$ cat config.mk
export PLATFORM = sky130hd
export DESIGN_NAME = selective_repeat_sender_window
export DESIGN_NICKNAME = d
export VERILOG_FILES = /design/src/rtl/core/srsw_pkg.sv /design/src/rtl/core/selective_repeat_sender_window.sv /design/src/rtl/core/srsw_cell.sv
export SDC_FILE = /design/constraint.sdc
export NUM_CORES = 2
export LEC_CHECK = 0
export BUFFER_PORTS_ARGS = -buffer_cell sky130_fd_sc_hd__buf_2
export CORE_MARGIN = 3
export CORE_UTILIZATION = 45
export CTS_CLUSTER_DIAMETER = 50
export DETAILED_ROUTE_END_ITERATION = 8
export GPL_TIMING_DRIVEN = 0
export PLACE_DENSITY = 0.63
export SLEW_MARGIN = 20
export SYNTH_ARGS = -nofsm -noshare
export SYNTH_HDL_FRONTEND = slang
export SYNTH_SLANG_ARGS = --single-unit
$ cat constraint.sdc
create_clock -name clk -period 6.79 [get_ports clk]
set_clock_uncertainty 0.1 [all_clocks]
set_input_delay 0.679 -clock clk [delete_from_list [all_inputs] [get_ports clk]]
set_output_delay 0.679 -clock clk [all_outputs]
set_load 0.005 [all_outputs]
$ cat src/rtl/core/srsw_pkg.sv
// Package for the selective-repeat sender window: item types, codes and sizes.
// Shared by srsw_cell and selective_repeat_sender_window. No dependencies.
`default_nettype none

package srsw_pkg;

  localparam int MAX_SLOTS    = 15;
  localparam int SEQ_SPACE    = 30000;
  localparam int HEADER_BYTES = 9;

  localparam int SLOT_W  = 4;
  localparam int SEQ_W   = 15;
  localparam int LEN_W   = 10;
  localparam int SIZE_W  = 11;
  localparam int TIME_W  = 32;
  localparam int TOUT_W  = 16;
  localparam int CFG_W   = 16;

  // Input actions
  localparam logic [2:0] ACT_OFFER = 3'd0;
  localparam logic [2:0] ACT_ACK   = 3'd1;
  localparam logic [2:0] ACT_RETX  = 3'd2;
  localparam logic [2:0] ACT_TICK  = 3'd3;
  localparam logic [2:0] ACT_FIN   = 3'd4;

  // Result kinds
  localparam logic [1:0] KIND_NEW    = 2'd0;
  localparam logic [1:0] KIND_RETX   = 2'd1;
  localparam logic [1:0] KIND_REFUSE = 2'd2;

  // Configuration register indexes
  localparam logic REG_WINDOW  = 1'b0;
  localparam logic REG_TIMEOUT = 1'b1;

  typedef struct packed {
    logic [2:0]       action;
    logic [LEN_W-1:0] payload_len;
    logic             last_packet;
    logic [SEQ_W-1:0] ack_seq;
  } in_item_t;

  typedef struct packed {
    logic [1:0]        kind;
    logic [SEQ_W-1:0]  seq_out;
    logic [SLOT_W-1:0] slot;
    logic              last_of_run;
  } out_item_t;

  typedef struct packed {
    logic              busy;
    logic              acked;
    logic [SEQ_W-1:0]  seq;
    logic [TIME_W-1:0] deadline;
  } slot_t;

  typedef enum logic [2:0] {
    OP_NONE  = 3'd0,
    OP_LOAD  = 3'd1,
    OP_ACK   = 3'd2,
    OP_RETX  = 3'd3,
    OP_TICK  = 3'd4,
    OP_SHIFT = 3'd5
  } cell_op_t;

  // Broadcast to every cell of the chain
  typedef struct packed {
    cell_op_t          op;
    logic [SEQ_W-1:0]  seq;
    logic [TIME_W-1:0] now;
    logic [TIME_W-1:0] deadline;
  } cell_cmd_t;

  // Index of the lowest set bit; zero when none is set
  function automatic logic [SLOT_W-1:0] lowest_idx(input logic [MAX_SLOTS-1:0] v);
    logic [SLOT_W-1:0] idx;
    idx = '0;
    for (int i = MAX_SLOTS - 1; i >= 0; i--) begin
      if (v[i]) idx = SLOT_W'(i);
    end
    return idx;
  endfunction

endpackage

`default_nettype wire

$ cat src/rtl/core/selective_repeat_sender_window.sv
// Selective-repeat sender window. Offer: one result the cycle after accept.
// Retransmit request / tick: one result per cycle while the output is not stalled, one per
// matching slot, up to 15; the matches go to a mask register, then each result to the output register.
// Ack: marks the matching slot acked; the chain then slides one slot per cycle past acked leading slots.
// Fin: sets the finished flag, no result. One item is in work at a time.
// Reset (rst_n low, synchronous): all slots empty, window 5, timeout 1, time zero.
`default_nettype none

module selective_repeat_sender_window (
  input  wire logic                          clk,
  input  wire logic                          rst_n,
  input  wire logic                          in_valid,
  output logic                               in_ready,
  input  wire srsw_pkg::in_item_t            in_data,
  output logic                               out_valid,
  input  wire logic                          out_ready,
  output srsw_pkg::out_item_t                out_data,
  input  wire logic                          cfg_valid,
  output logic                               cfg_ready,
  input  wire logic                          cfg_index,
  input  wire logic [srsw_pkg::CFG_W-1:0]    cfg_data
);

  localparam int N      = srsw_pkg::MAX_SLOTS;
  localparam int SLOT_W = srsw_pkg::SLOT_W;
  localparam int SEQ_W  = srsw_pkg::SEQ_W;
  localparam int TIME_W = srsw_pkg::TIME_W;
  localparam int SIZE_W = srsw_pkg::SIZE_W;

  typedef enum logic [2:0] {
    S_IDLE  = 3'b001,
    S_SLIDE = 3'b010,
    S_EMIT  = 3'b100
  } state_t;

  state_t state_r, state_nxt;

  logic [SLOT_W-1:0]          window_size_r;
  logic [srsw_pkg::TOUT_W-1:0] timeout_r;
  logic [SEQ_W-1:0]           prev_seq_r, prev_seq_nxt;
  logic [SIZE_W-1:0]          prev_size_r, prev_size_nxt;
  logic [TIME_W-1:0]          now_r, now_nxt;
  logic                       ended_r, ended_nxt;
  logic                       finished_r, finished_nxt;
  logic [N-1:0]               mask_r, mask_nxt;
  logic                       out_valid_r, out_valid_nxt;
  srsw_pkg::out_item_t        out_data_r, out_data_nxt;

  srsw_pkg::cell_cmd_t        cmd;
  srsw_pkg::slot_t            cell_st [N];
  logic [N-1:0]               hits;
  logic [N-1:0]               in_win;
  logic [N-1:0]               tail;
  logic [N-1:0]               busy_v;
  logic [N-1:0]               free_v;
  logic [N-1:0]               sel_v;
  logic [SLOT_W-1:0]          w_eff;
  logic [SLOT_W-1:0]          free_idx;
  logic [SLOT_W-1:0]          emit_idx;
  logic [N-1:0]               mask_rest;
  logic [SEQ_W:0]             seq_sum;
  logic [SEQ_W-1:0]           new_seq;
  logic [TIME_W-1:0]          now_inc;
  logic                       accept;
  logic                       out_free;
  logic                       refuse;

  // Window of 0 acts as 1, anything above the slot count as the slot count
  always_comb begin
    if (window_size_r == '0) begin
      w_eff = SLOT_W'(1);
    end else if (window_size_r > SLOT_W'(N)) begin
      w_eff = SLOT_W'(N);
    end else begin
      w_eff = window_size_r;
    end
  end

  always_comb begin
    for (int i = 0; i < N; i++) begin
      in_win[i] = SLOT_W'(i) < w_eff;
      tail[i]   = SLOT_W'(i) == (w_eff - SLOT_W'(1));
      busy_v[i] = cell_st[i].busy;
    end
  end

  assign free_v   = ~busy_v & in_win;
  assign free_idx = srsw_pkg::lowest_idx(free_v);
  assign emit_idx = srsw_pkg::lowest_idx(mask_r);

  always_comb begin
    for (int i = 0; i < N; i++) begin
      sel_v[i] = SLOT_W'(i) == free_idx;
    end
  end

  // Next sequence number: both terms are below the sequence space, so one subtract
  assign seq_sum = {1'b0, prev_seq_r} + (SEQ_W+1)'(prev_size_r);
  assign new_seq = (seq_sum >= (SEQ_W+1)'(srsw_pkg::SEQ_SPACE)) ?
                   SEQ_W'(seq_sum - (SEQ_W+1)'(srsw_pkg::SEQ_SPACE)) : SEQ_W'(seq_sum);
  assign now_inc = now_r + TIME_W'(1);

  assign out_free = !out_valid_r || out_ready;
  assign in_ready = (state_r == S_IDLE) && out_free;
  assign accept   = in_valid && in_ready;
  assign refuse   = finished_r || ended_r || (free_v == '0);

  assign cfg_ready = 1'b1;
  assign out_valid = out_valid_r;
  assign out_data  = out_data_r;

  assign mask_rest = mask_r & (mask_r - N'(1));

  // Slot chain
  for (genvar g = 0; g < N; g++) begin : g_cell
    srsw_pkg::slot_t nb;
    if (g < N - 1) begin : g_mid
      assign nb = cell_st[g+1];
    end else begin : g_top
      assign nb = '0;
    end
    srsw_cell u_cell (
      .clk       (clk),
      .rst_n     (rst_n),
      .cmd       (cmd),
      .sel       (sel_v[g]),
      .in_win    (in_win[g]),
      .tail      (tail[g]),
      .next_slot (nb),
      .slot_q    (cell_st[g]),
      .hit       (hits[g])
    );
  end

  always_comb begin
    state_nxt     = state_r;
    prev_seq_nxt  = prev_seq_r;
    prev_size_nxt = prev_size_r;
    now_nxt       = now_r;
    ended_nxt     = ended_r;
    finished_nxt  = finished_r;
    mask_nxt      = mask_r;
    out_valid_nxt = out_valid_r && !out_ready;
    out_data_nxt  = out_data_r;
    cmd.op        = srsw_pkg::OP_NONE;
    cmd.seq       = in_data.ack_seq;
    cmd.now       = now_r;
    cmd.deadline  = now_r + TIME_W'(timeout_r);

    case (state_r)
      S_IDLE: begin
        if (accept) begin
          if (in_data.action == srsw_pkg::ACT_OFFER) begin
            out_valid_nxt            = 1'b1;
            out_data_nxt.last_of_run = 1'b1;
            if (refuse) begin
              out_data_nxt.kind    = srsw_pkg::KIND_REFUSE;
              out_data_nxt.seq_out = '0;
              out_data_nxt.slot    = '0;
            end else begin
              cmd.op               = srsw_pkg::OP_LOAD;
              cmd.seq              = new_seq;
              prev_seq_nxt         = new_seq;
              prev_size_nxt        = {1'b0, in_data.payload_len} +
                                     SIZE_W'(srsw_pkg::HEADER_BYTES);
              if (in_data.last_packet) ended_nxt = 1'b1;
              out_data_nxt.kind    = srsw_pkg::KIND_NEW;
              out_data_nxt.seq_out = new_seq;
              out_data_nxt.slot    = free_idx;
            end
          end else if (!finished_r) begin
            case (in_data.action)
              srsw_pkg::ACT_ACK: begin
                cmd.op    = srsw_pkg::OP_ACK;
                state_nxt = S_SLIDE;
              end
              srsw_pkg::ACT_RETX: begin
                cmd.op   = srsw_pkg::OP_RETX;
                mask_nxt = hits;
                if (hits != '0) state_nxt = S_EMIT;
              end
              srsw_pkg::ACT_TICK: begin
                cmd.op       = srsw_pkg::OP_TICK;
                cmd.now      = now_inc;
                cmd.deadline = now_inc + TIME_W'(timeout_r);
                now_nxt      = now_inc;
                mask_nxt     = hits;
                if (hits != '0) state_nxt = S_EMIT;
              end
              srsw_pkg::ACT_FIN: begin
                finished_nxt = 1'b1;
              end
              default: begin
              end
            endcase
          end
        end
      end
      S_SLIDE: begin
        // drop the oldest slot while it is acked
        if (cell_st[0].busy && cell_st[0].acked) begin
          cmd.op = srsw_pkg::OP_SHIFT;
        end else begin
          state_nxt = S_IDLE;
        end
      end
      S_EMIT: begin
        if (out_free) begin
          out_valid_nxt            = 1'b1;
          out_data_nxt.kind        = srsw_pkg::KIND_RETX;
          out_data_nxt.seq_out     = cell_st[emit_idx].seq;
          out_data_nxt.slot        = emit_idx;
          out_data_nxt.last_of_run = (mask_rest == '0);
          mask_nxt                 = mask_rest;
          if (mask_rest == '0) state_nxt = S_IDLE;
        end
      end
      default: begin
        state_nxt = S_IDLE;
      end
    endcase
  end

  always_ff @(posedge clk) begin
    if (!rst_n) begin
      state_r       <= S_IDLE;
      window_size_r <= SLOT_W'(5);
      timeout_r     <= srsw_pkg::TOUT_W'(1);
      prev_seq_r    <= '0;
      prev_size_r   <= '0;
      now_r         <= '0;
      ended_r       <= 1'b0;
      finished_r    <= 1'b0;
      mask_r        <= '0;
      out_valid_r   <= 1'b0;
    end else begin
      state_r     <= state_nxt;
      prev_seq_r  <= prev_seq_nxt;
      prev_size_r <= prev_size_nxt;
      now_r       <= now_nxt;
      ended_r     <= ended_nxt;
      finished_r  <= finished_nxt;
      mask_r      <= mask_nxt;
      out_valid_r <= out_valid_nxt;
      if (cfg_valid) begin
        case (cfg_index)
          srsw_pkg::REG_WINDOW:  window_size_r <= cfg_data[SLOT_W-1:0];
          srsw_pkg::REG_TIMEOUT: timeout_r     <= cfg_data;
          default: begin
          end
        endcase
      end
    end
  end

  always_ff @(posedge clk) begin
    out_data_r <= out_data_nxt;
  end

endmodule

`default_nettype wire

$ cat src/rtl/core/srsw_cell.sv
// One window slot of the sender window chain: sequence, deadline, acked, busy.
// Takes its upper neighbour's slot on a slide inside the window (the tail slot empties). Depends on srsw_pkg.
`default_nettype none

module srsw_cell (
  input  wire logic              clk,
  input  wire logic              rst_n,
  input  wire srsw_pkg::cell_cmd_t cmd,
  input  wire logic              sel,
  input  wire logic              in_win,
  input  wire logic              tail,
  input  wire srsw_pkg::slot_t   next_slot,
  output srsw_pkg::slot_t        slot_q,
  output logic                   hit
);

  srsw_pkg::slot_t st_r;
  srsw_pkg::slot_t st_nxt;
  logic [srsw_pkg::TIME_W-1:0] age;

  assign age    = cmd.now - st_r.deadline;
  assign slot_q = st_r;

  always_comb begin
    case (cmd.op)
      srsw_pkg::OP_ACK, srsw_pkg::OP_RETX: begin
        hit = in_win && st_r.busy && (st_r.seq == cmd.seq);
      end
      srsw_pkg::OP_TICK: begin
        // expired when the deadline lies in the past half of the time circle
        hit = in_win && st_r.busy && !st_r.acked && !age[srsw_pkg::TIME_W-1];
      end
      default: begin
        hit = 1'b0;
      end
    endcase
  end

  always_comb begin
    st_nxt = st_r;
    case (cmd.op)
      srsw_pkg::OP_LOAD: begin
        if (sel) begin
          st_nxt.busy     = 1'b1;
          st_nxt.acked    = 1'b0;
          st_nxt.seq      = cmd.seq;
          st_nxt.deadline = cmd.deadline;
        end
      end
      srsw_pkg::OP_ACK: begin
        if (hit) st_nxt.acked = 1'b1;
      end
      srsw_pkg::OP_RETX, srsw_pkg::OP_TICK: begin
        if (hit) st_nxt.deadline = cmd.deadline;
      end
      srsw_pkg::OP_SHIFT: begin
        // slots beyond the window hold still
        if (in_win) st_nxt = tail ? '0 : next_slot;
      end
      default: begin
      end
    endcase
  end

  always_ff @(posedge clk) begin
    if (!rst_n) begin
      st_r <= '0;
    end else begin
      st_r <= st_nxt;
    end
  end

endmodule

`default_nettype wire
==> results.yml <==
grt:
  grt_pass1_wl_um: 431000
  grt-ovfl-total: 0
  met2_usage_pct: 72.5
  grt_pass1_vias: 56200
  use_met3_pct: 13.3
  grt_use_met1_pct: 53.6
  antenna_found_initial: 21
  grt_start_max_net_pins: 20
  busiest_layer: "met2"
  grt_usage_pct: 47.6
placed_design:
  routabilityCongestion: 1.08
  place_ws_ns: -4.08
  io_buffers: 63
  dp_hpwl_um: 239000
  dp_cells: 8804
die:
  io_pins: 76
  rows: 128
  die_height_um: 357
  die_width_um: 357
  initial_utilization_pct: 45.5
  core_area_um2: 122000
  die-area_um2: 128000
logic_synthesis:
  postSynthCellCount: 7050
  synth_top_area_share_pct: 30.1
  syn_nets: 7600
  netlist_top_cells_count: "a21oi_1 (979), dfxtp_1 (834), nor2_1 (778)"
  ys_seq_area_share_pct: 31.3
  synth.largest_area_cell: "dfxtp_1"
  ys_ff_latch: 856
  ys_warn_count: 0
  synthTopCellsByArea: "dfxtp_1 (30%), ha_1 (11%), a21oi_1 (8.8%), a211oi_1 (5.9%), nor2_1 (5.3%)"
  synth.distinct_cells: 108
  synth.most_common_cell: "a21oi_1"
  synthFlopType: "dfxtp_1"
  netlist_area_um2: 55500
  synth_edf_count: 22
  syn_avg_cell_area_um2: 7.87
  synth-async-reset-ratio_pct: 0
power_and_ir_drop:
  ir_worst_vdd_uv: 284
  p_leak_nw: 25.5
  power_mw: 15.1
  power_density_nw_per_um2: 229
layout:
  finalNonFillerCells: 9146
  drive_gt1_share_pct: 12.1
  area_growth_pct: 18.6
  finalNetCount: 7953
worst_setup_path:
  path_max_fanout: 10
  crit_path_start_kind: "flop"
  setup.worst_path.class: "flop to flop"
  worstPathRequired_ns: 7.36
  end_kind: "flop"
  arrival_ns: 7.56
drt:
  via_count: 60300
  routedWlPerCell_um: 34.0
  ant_nets: 0
  finalWirelength_um: 311000
  vias_per_cell: 6.59
  drt_first_pass_iters: 8
  drc: 0
  drtIter0Drc: 7527
clock_tree:
  cts-root-buf: "clkbuf_16"
  ctsHtreeMaxLevel: 4
  numCtsBuffers: 133
  cts.clk_slew.worst_paths_ns: 0.06
  clockBufferDepth: 3
  clock_sinks: 856
  cts_tree: "done"
  clk-insertion-delay-late_ns: 0.79
run_status:
  violations: "setup timing"
  status: "finished, violations left"
timing:
  max_slew_margin_pct: 9.41
  hold_violations: 0
  finalWorstPathRequiredPeriod_ns: 6.99
  worst-slew-pin-transition_ns: 1.36
  finalSetupViolCount: 19
  rsz0062_at_grt: "true"
  setup_slack_ns: -0.197
  finalCritPeriodShare_pct: 103
  fmax_mhz: 143
  slew_viol_final: 0
  fin_tns_setup_ns: -0.885
run:
  cap_violations: 0
worst_hold_path:
  hold_class: "primary input to flop"
[what timing repair did]
item                                    CTS  global route
hold buffers                              3             0
pin swaps                                48            28
buffers inserted                         69            21
endpoints found under the setup margin  538           529
gates resized for setup                 236            60
gates cloned                              2             0
endpoints found under the hold margin     3             0
[registers in the layout, summed over array words and instances, names as in the netlist, 3 cells and up]
name / cells
g_cell.u_cell.slot_q: 735
state_r: 3
timeout_r: 16
window_size_r: 4
prev_seq_r: 15
mask_r: 15
prev_size_r: 11
now_r: 32
out_data: 22
[area by class of cell]
type | count | area, µm²
antenna | 13 | 32.5
sequential | 856 | 17400
multi-input combinational | 5170 | 35500
buffer | 483 | 2320
inverter | 533 | 2000
fill | 11800 | 56200
tap | 1625 | 2030
clock buffer | 167 | 3620
timing repair buffer | 226 | 2130
clock inverter | 73 | 776
[routing by layer]
metal	up-vias	share of wire, %	routed length [µm]
li1	26000	-	-
met1	28800	35	110000
met2	3987	43	133000
met3	1463	10	31200
met4	6	12	36300
met5	-	0.013	41
[cells in the final DEF, fill, tap and decap left out, types with 168 or more instances in the layout]
master      n
a21oi_1   960
inv_1     532
dfxtp_1   830
xnor2_1   168
clkbuf_1  324
a211oi_1  427
o21ai_0   431
ha_1      496
nand2_1   413
nor2_1    762
[report_power, final]
| part | internal, mW | total [mW] | switching (mW) |
|---|---|---|---|
| combinational | 0.769 | 2.55 | 1.78 |
| clock | 4.12 | 7.00 | 2.88 |
| sequential | 5.23 | 5.51 | 0.282 |
[through the flow]
stage	instance area, µm²	hold slack [ns]	util (%)
after CTS	65400	0.000215	53.6
after global placement	57800	0.345	47.4
after floorplan	55500	0.336	-
after detailed placement	59200	0.354	48.5
final	65800	0.0234	53.9
after global routing	65800	0.0393	53.9
[worst max-delay path, cell delays in order (launching register included)]
cell and delay, ns:
dfxtp_1 0.37, clkbuf_1 0.51, nand2_1 0.20, a22oi_1 0.58, nor4_4 0.18, a21oi_1 0.33
buf_4 0.30, buf_2 0.41, buf_2 0.49, clkbuf_2 0.59, nor2_2 0.35, buf_2 0.33
nor2_1 0.85, clkbuf_1 0.84, nor2_1 0.09, a211oi_1 0.29
[final timing paths]
check | from | endpoint | slack (ns) | cells past startpoint
max | window_size_r[0] | g_cell[6].u_cell.slot_q[44] | -0.20 | 15
min | cfg_data[9] | timeout_r[9] | 0.02 | 3
max reg2reg | window_size_r[0] | g_cell[6].u_cell.slot_q[44] | -0.20 | 15
min reg2reg | prev_size_r[3] | prev_size_r[3] | 0.36 | 2
[logic make-up (layout without fill, tap and decap cells)]
family | after synthesis | after routing | synth area share (%)
AO/OA/AOI/OAI | 2497 | 2497 | 28.0
AND/OR/NAND/NOR | 1733 | 1733 | 14.1
buffers and inverters | 1024 | 1482 | 7.20
flip-flops | 856 | 856 | 31.3
adder cells (fa/ha/maj) | 501 | 501 | 11.3
XOR/XNOR | 337 | 337 | 5.37
multiplexers | 101 | 101 | 2.71
other | 1 | 14 | 0.00676
(Power assumes the default switching activity.)
